`src/design/descending_sorter_assert.svh`:
```
// assertion macros used by the sorter rtl
`ifndef DESCENDING_SORTER_ASSERT_SVH
`define DESCENDING_SORTER_ASSERT_SVH

// same-cycle implication, skipped while in reset
`define DS_ASSERT_NOW(label, clk, rst, ante, cons) \
  label: assert property (@(posedge clk) disable iff (rst) (ante) |-> (cons)) \
    else $error("sorter check failed");

// next-cycle implication, skipped while in reset
`define DS_ASSERT_NEXT(label, clk, rst, ante, cons) \
  label: assert property (@(posedge clk) disable iff (rst) (ante) |=> (cons)) \
    else $error("sorter check failed");

`endif

```
`src/design/ds_pkg.sv`:
```
// shared constants and types for the descending sorter
`timescale 1ns / 1ps

package ds_pkg;

  localparam int CAPACITY   = 64;
  localparam int VALUE_BITS = 16;
  localparam int COUNT_BITS = $clog2(CAPACITY + 1);

  typedef logic [VALUE_BITS-1:0] value_t;
  typedef logic [COUNT_BITS-1:0] count_t;

  // what one cell shows its neighbors
  typedef struct packed {
    value_t value;
    logic   valid;
    logic   keep;   // holds a value >= the one being inserted
  } cell_link_t;

  typedef struct packed {
    logic insert;
    logic shift;
  } cell_ctrl_t;

endpackage

```
`src/design/descending_sorter.sv`:
```
// descending_sorter: streaming insertion sorter built as a chain of cells
//
// input channel (value, last, in_valid/in_ready): one value per request. each
// request is inserted into the chain as it is accepted; the chain holds up to
// CAPACITY values in descending order, later equal values behind earlier ones.
// values arriving when the chain is full are dropped and mark the run overflowed.
// a request with last set starts the output after its own insertion.
// output channel (sorted_value, end_of_run, overflow, out_valid/out_ready):
// the head cell drives the outputs; every accepted result shifts the whole chain
// one cell toward the head. end_of_run marks the smallest value, overflow is
// set on every result of a run that dropped values.
// timing: first result is valid the cycle after the last request is accepted,
// then one result per cycle while out_ready is high. input takes one request
// per cycle while filling; in_ready is low during the drain, so no request of
// the next run is taken until the last result is accepted. a stalled receiver
// simply holds the chain. reset empties the chain and clears the overflow mark.
`timescale 1ns / 1ps

module descending_sorter
  import ds_pkg::*;
(
  input  logic                  clk,
  input  logic                  rst,
  input  logic                  in_valid,
  output logic                  in_ready,
  input  logic [VALUE_BITS-1:0] value,
  input  logic                  last,
  output logic                  out_valid,
  input  logic                  out_ready,
  output logic [VALUE_BITS-1:0] sorted_value,
  output logic                  end_of_run,
  output logic                  overflow
);

`include "descending_sorter_assert.svh"

  typedef enum logic {ST_FILL, ST_DRAIN} state_t;

  state_t     state;
  count_t     stored_count;
  logic       dropped_flag;
  logic       in_fire;
  logic       out_fire;
  logic       full;
  cell_ctrl_t ctrl;
  cell_link_t links [CAPACITY];

  localparam count_t CapacityCount = COUNT_BITS'(CAPACITY);
  localparam count_t OneCount      = COUNT_BITS'(1);

  assign in_ready  = (state == ST_FILL);
  assign out_valid = (state == ST_DRAIN);
  assign in_fire   = in_valid && in_ready;
  assign out_fire  = out_valid && out_ready;
  assign full      = (stored_count == CapacityCount);

  assign ctrl = '{insert: in_fire && !full, shift: out_fire};

  genvar i;
  generate
    for (i = 0; i < CAPACITY; i++) begin : g_cell
      cell_link_t prev_link;
      cell_link_t next_link;

      if (i == 0) begin : g_head
        assign prev_link = '{value: '0, valid: 1'b1, keep: 1'b1};
      end else begin : g_prev
        assign prev_link = links[i-1];
      end

      if (i == CAPACITY - 1) begin : g_tail
        assign next_link = '{value: '0, valid: 1'b0, keep: 1'b0};
      end else begin : g_next
        assign next_link = links[i+1];
      end

      ds_cell u_cell (
        .clk       (clk),
        .rst       (rst),
        .ctrl      (ctrl),
        .new_value (value),
        .prev_link (prev_link),
        .next_link (next_link),
        .link      (links[i])
      );
    end
  endgenerate

  assign sorted_value = links[0].value;
  assign end_of_run   = !links[1].valid;
  assign overflow     = dropped_flag;

  always_ff @(posedge clk) begin
    if (rst) begin
      state        <= ST_FILL;
      stored_count <= '0;
      dropped_flag <= 1'b0;
    end else begin
      unique case (state)
        ST_FILL: begin
          if (in_fire) begin
            if (full) begin
              dropped_flag <= 1'b1;
            end else begin
              stored_count <= stored_count + OneCount;
            end
            if (last) begin
              state <= ST_DRAIN;
            end
          end
        end
        ST_DRAIN: begin
          if (out_fire) begin
            stored_count <= stored_count - OneCount;
            if (stored_count == OneCount) begin
              state        <= ST_FILL;
              dropped_flag <= 1'b0;
            end
          end
        end
        default: begin
          state <= ST_FILL;
        end
      endcase
    end
  end

  `DS_ASSERT_NOW(a_drain_not_empty, clk, rst, out_valid, stored_count != '0)
  `DS_ASSERT_NOW(a_count_bound, clk, rst, 1'b1, stored_count <= CapacityCount)
  `DS_ASSERT_NOW(a_end_matches_count, clk, rst, out_valid,
                 end_of_run == (stored_count == OneCount))
  `DS_ASSERT_NEXT(a_last_starts_drain, clk, rst, in_fire && last, out_valid)
  `DS_ASSERT_NEXT(a_run_closes, clk, rst, out_fire && end_of_run,
                  in_ready && !overflow)

endmodule

```
`src/design/ds_cell.sv`:
```
// one cell of the insertion chain: holds a value, inserts or shifts toward the head
`timescale 1ns / 1ps

module ds_cell
  import ds_pkg::*;
(
  input  logic       clk,
  input  logic       rst,
  input  cell_ctrl_t ctrl,
  input  value_t     new_value,
  input  cell_link_t prev_link,
  input  cell_link_t next_link,
  output cell_link_t link
);

  value_t value;
  logic   valid;
  logic   keep;

  assign keep = valid && (value >= new_value);
  assign link = '{value: value, valid: valid, keep: keep};

  always_ff @(posedge clk) begin
    if (rst) begin
      valid <= 1'b0;
    end else if (ctrl.shift) begin
      valid <= next_link.valid;
    end else if (ctrl.insert && !keep) begin
      valid <= prev_link.keep ? 1'b1 : prev_link.valid;
    end
  end

  always_ff @(posedge clk) begin
    if (ctrl.shift) begin
      value <= next_link.value;
    end else if (ctrl.insert && !keep) begin
      // first cell below the insertion point takes the new value, the rest move down
      value <= prev_link.keep ? new_value : prev_link.value;
    end
  end

endmodule
```
`config.mk`:
```
export PLATFORM = sky130hd
export DESIGN_NAME = descending_sorter
export DESIGN_NICKNAME = d
export VERILOG_FILES = /design/src/design/ds_pkg.sv /design/src/design/descending_sorter.sv /design/src/design/ds_cell.sv
export VERILOG_INCLUDE_DIRS = /design/src /design/src/design
export SDC_FILE = /design/constraint.sdc
export NUM_CORES = 2
export LEC_CHECK = 0
export BUFFER_PORTS_ARGS = -buffer_cell sky130_fd_sc_hd__buf_2
export CAP_MARGIN = 20
export CELL_PAD_IN_SITES_DETAIL_PLACEMENT = 0
export CELL_PAD_IN_SITES_GLOBAL_PLACEMENT = 1
export CORE_ASPECT_RATIO = 2
export CORE_UTILIZATION = 51
export CTS_BUF_LIST = sky130_fd_sc_hd__clkbuf_8 sky130_fd_sc_hd__clkbuf_16
export DETAILED_ROUTE_END_ITERATION = 8
export GPL_TIMING_DRIVEN = 0
export PLACE_DENSITY = 0.83
export SYNTH_ARGS = -nofsm -noshare
export SYNTH_HDL_FRONTEND = slang
export SYNTH_SLANG_ARGS = --single-unit
```
`constraint.sdc`:
```
create_clock -name clk -period 5.8 [get_ports clk]
set_input_delay 0.58 -clock clk [delete_from_list [all_inputs] [get_ports clk]]
set_output_delay 0.58 -clock clk [all_outputs]
set_load 0.02 [all_outputs]
```
==> flow_summary_export.csv <==
group,metric,value,unit
run_status,outcome,"finished with violations",
run_status,violations,"design-rule violations",
sta,slew_headroom,13.93,%
die,start_util,51.48,%
sta,period_needed,5.635,ns
synthesis,synth_seq_cells,1097,
setup_path,critPathArrivalTime,6.02,ns
setup_path,cpPeakStageDelay,0.80,ns
setup_path,start_kind,"primary input",
detailed_routing,vias,77820,
global_route,antenna_found_initial,20,
cells_and_area,fin_util,56.89,%
detailed_routing,dr_wl_met2,173200,um
detailed_routing,drtIter0Drc,7709,
run,maxCapViolCount,0,
setup_path,path_cells,"clkbuf_1 -> buf_8 -> buf_1 -> inv_4 -> buf_16 -> ha_1 -> a2111oi_0 -> nor4_1 -> o21ai_0 -> a21boi_1 -> buf_2 -> buf_2 -> o21ai_2",
detailed_routing,antenna_left,0,
placed_design,post-place-cells,10880,
die,core,156500,um2
global_route,grt_pass1_wl,515700,um
synthesis,yosys_warnings,0,
synthesis,postSynthCellCount,8676,
detailed_routing,drt-met1-wl,108500,um
sta,fin_crit_sh,97.16,%
placed_design,place_congestion,1.017,
cells_and_area,fin_nets,9972,
cells_and_area,multi_input_area,45730,um2
clocking,root_buffer,"clkbuf_16",
cells_and_area,stdcell_count,11090,
sta,hold_ws,0.1057,ns
setup_path,critPathMaxFanout,37,
sta,setup_viol,0,
synthesis,synth_enable_flop_cells,1008,
detailed_routing,drc_errors,6,
clocking,cts.sinks,1097,
placed_design,portBuffers,24,
detailed_routing,firstDrtPassIters,9,
sta,clock_skew,0.05987,ns
detailed_routing,via_per_inst,7.014,
clocking,cts_max_level,3,
detailed_routing,routed.top_layer,"met5",
global_route,grt_pass1_vias,78910,
detailed_routing,routed-wl-met3,30400,um
detailed_routing,drt_wl_total,361300,um
cells_and_area,fin_area,89020,um2
cells_and_area,fill_cells,14190,
clocking,cts_tree,"built",
sta,worstMarginPinSlew,1.291,ns
sta,clock.fmax,177.4,MHz
synthesis,ys_seq_area_share,39.79,%
die,rows,205,
synthesis,async_flop_share,0,%
setup_path,slowest_stage,"o21ai_2",
clocking,clockBufferDepth,3,
synthesis,synthDistinctLibCells,65,
setup_path,crit_required,6.18,ns
power,total_power,29.00,mW
detailed_routing,wl_per_cell,32.57,um
setup_path,worstSetupEndpointType,"flip-flop",
power,p_leak,34.84,nW
global_route,gr-total-overflow,0,
die,design.portCount,41,
sta,rsz0062_at_grt,"no",
clocking,cts.clk_slew.worst_paths,0.07,ns
clocking,clock_latency,0.80,ns
die,die_w,283.0,um
placed_design,hpwl,277000,um
power,ir_drop,0.3003,mV
cells_and_area,syn_to_final_growth,10.52,%
synthesis,syn_area,80540,um2
clocking,ctsResizeCount,0,
clocking,cts_setup_buffers,0,
sta,tns,0,ns
die,die-area,159600,um2
clocking,hold_buffers,0,
sta,drv_slew,0,
placed_design,pre_cts_ws,-0.3907,ns
synthesis,synthFlopType,"edfxtp_1",
cells_and_area,drive_gt1_share,6.258,%
setup_path,path_class,"in -> reg",
clocking,cts_made_buffers,109,
cells_and_area,ff_latch_area,32050,um2
min_path,hp-class,"in -> reg",
global_route,grt.total_usage,44.09,%
sta,hold_viol_final,0,
power,power_density,325.8,nW/um2
setup_path,crit_top_cell,"buf_2",
synthesis,avgSynthCellArea,9.283,um2
synthesis,synth_fp_nets,9725,
die,die_h,564.0,um
global_route,grt_max_degree,49,
sta,fin_ws,0.1645,ns
placed_design,place_area,85290,um2
==> where the power goes <==
| part | internal (mW) | total, mW | switching (mW) |
|---|---|---|---|
| registers | 10.7 | 12.9 | 2.18 |
| clock network | 4.03 | 7.59 | 3.56 |
| logic | 3.27 | 8.53 | 5.27 |
| total | 18.0 | 29.0 | 11.0 |
==> synth_stat cells (all sizes together) (54+ instances only) <==
cell type	instances	area (um2)
o21ai	325	1627
and2	55	346.6
dfxtp	89	1782
nand4	94	588.1
mux2i	211	2112
a21oi	1225	6135
a32oi	843	7383
clkbuf	441	1655
a31oi	54	337.8
nand3	115	580.6
nand2	1951	7326
ha	1028	12860
inv	94	352.8
nand2b	81	506.7
nor2	268	1006
edfxtp	1008	30270
a21o	167	1254
buf	218	1069
==> placed cells by master (no fill, tap or decap), drive strengths merged, types with 54 or more instances in the layout <==
master	synthesis	layout
clkbuf	441	567
ha	1028	1028
and2	55	55
a32oi	843	843
a31oi	54	54
inv	94	120
nand3	115	115
mux2i	211	211
a21o	167	167
buf	218	353
nor2	268	268
dfxtp	89	89
edfxtp	1008	1008
o21ai	325	325
nand2b	81	81
nand4	94	94
nand2	1951	1951
a21oi	1225	1225
==> sequential cells by signal (all words and copies together), names as in the netlist <==
signal and count:
overflow 1, stored_count 7, out_valid 1, g_cell.u_cell.value 1024, g_cell.u_cell.valid 64
==> worst max-delay path: cells and delay by family <==
| kind | cells | cell delay [ns] |
|---|---|---|
| AOI/OAI and AO/OA | 4 | 2.18 |
| adders and majority gates | 1 | 0.33 |
| buffers and inverters | 7 | 2.74 |
| and+or+nand+nor | 1 | 0.12 |
==> cell families after synthesis <==
kind of cell	after synthesis	share of synthesized area [%]
compound gates	2886	23.84
fa+ha+maj	1028	15.97
buf+inv	753	3.820
simple gates	2694	13.88
flops	1097	39.79
xor+xnor	7	0.07612
mux	211	2.622
==> worst paths after layout <==
check                               endpoint  slack, ns  startpoint  cells after the start
setup / recovery  g_cell[52].u_cell.value[9]       0.16    value[1]                     13
hold / removal                     out_valid       0.11    in_valid                      3
setup reg to reg  g_cell[40].u_cell.value[3]       1.63   out_valid                      6
hold reg to reg                     overflow       0.51    overflow                      2
==> area by class of cell <==
class	count	share of cell area, %
buffer	659	3.075
clock inverter	76	0.6705
inverter	94	0.4610
antenna	11	0.03092
clock buffer	125	3.387
multi-input combinational	6826	51.37
tap	2070	2.910
timing repair buffer	136	2.092
sequential	1097	36.01
==> metal layers <==
metal	vias to the layer above	GRT usage (%)
met5	-	0
met4	14	51.01
met3	2045	10.52
met2	4574	75.66
met1	37340	40.10
li1	33840	-
Note: power is estimated with default switching activity, not from simulation.
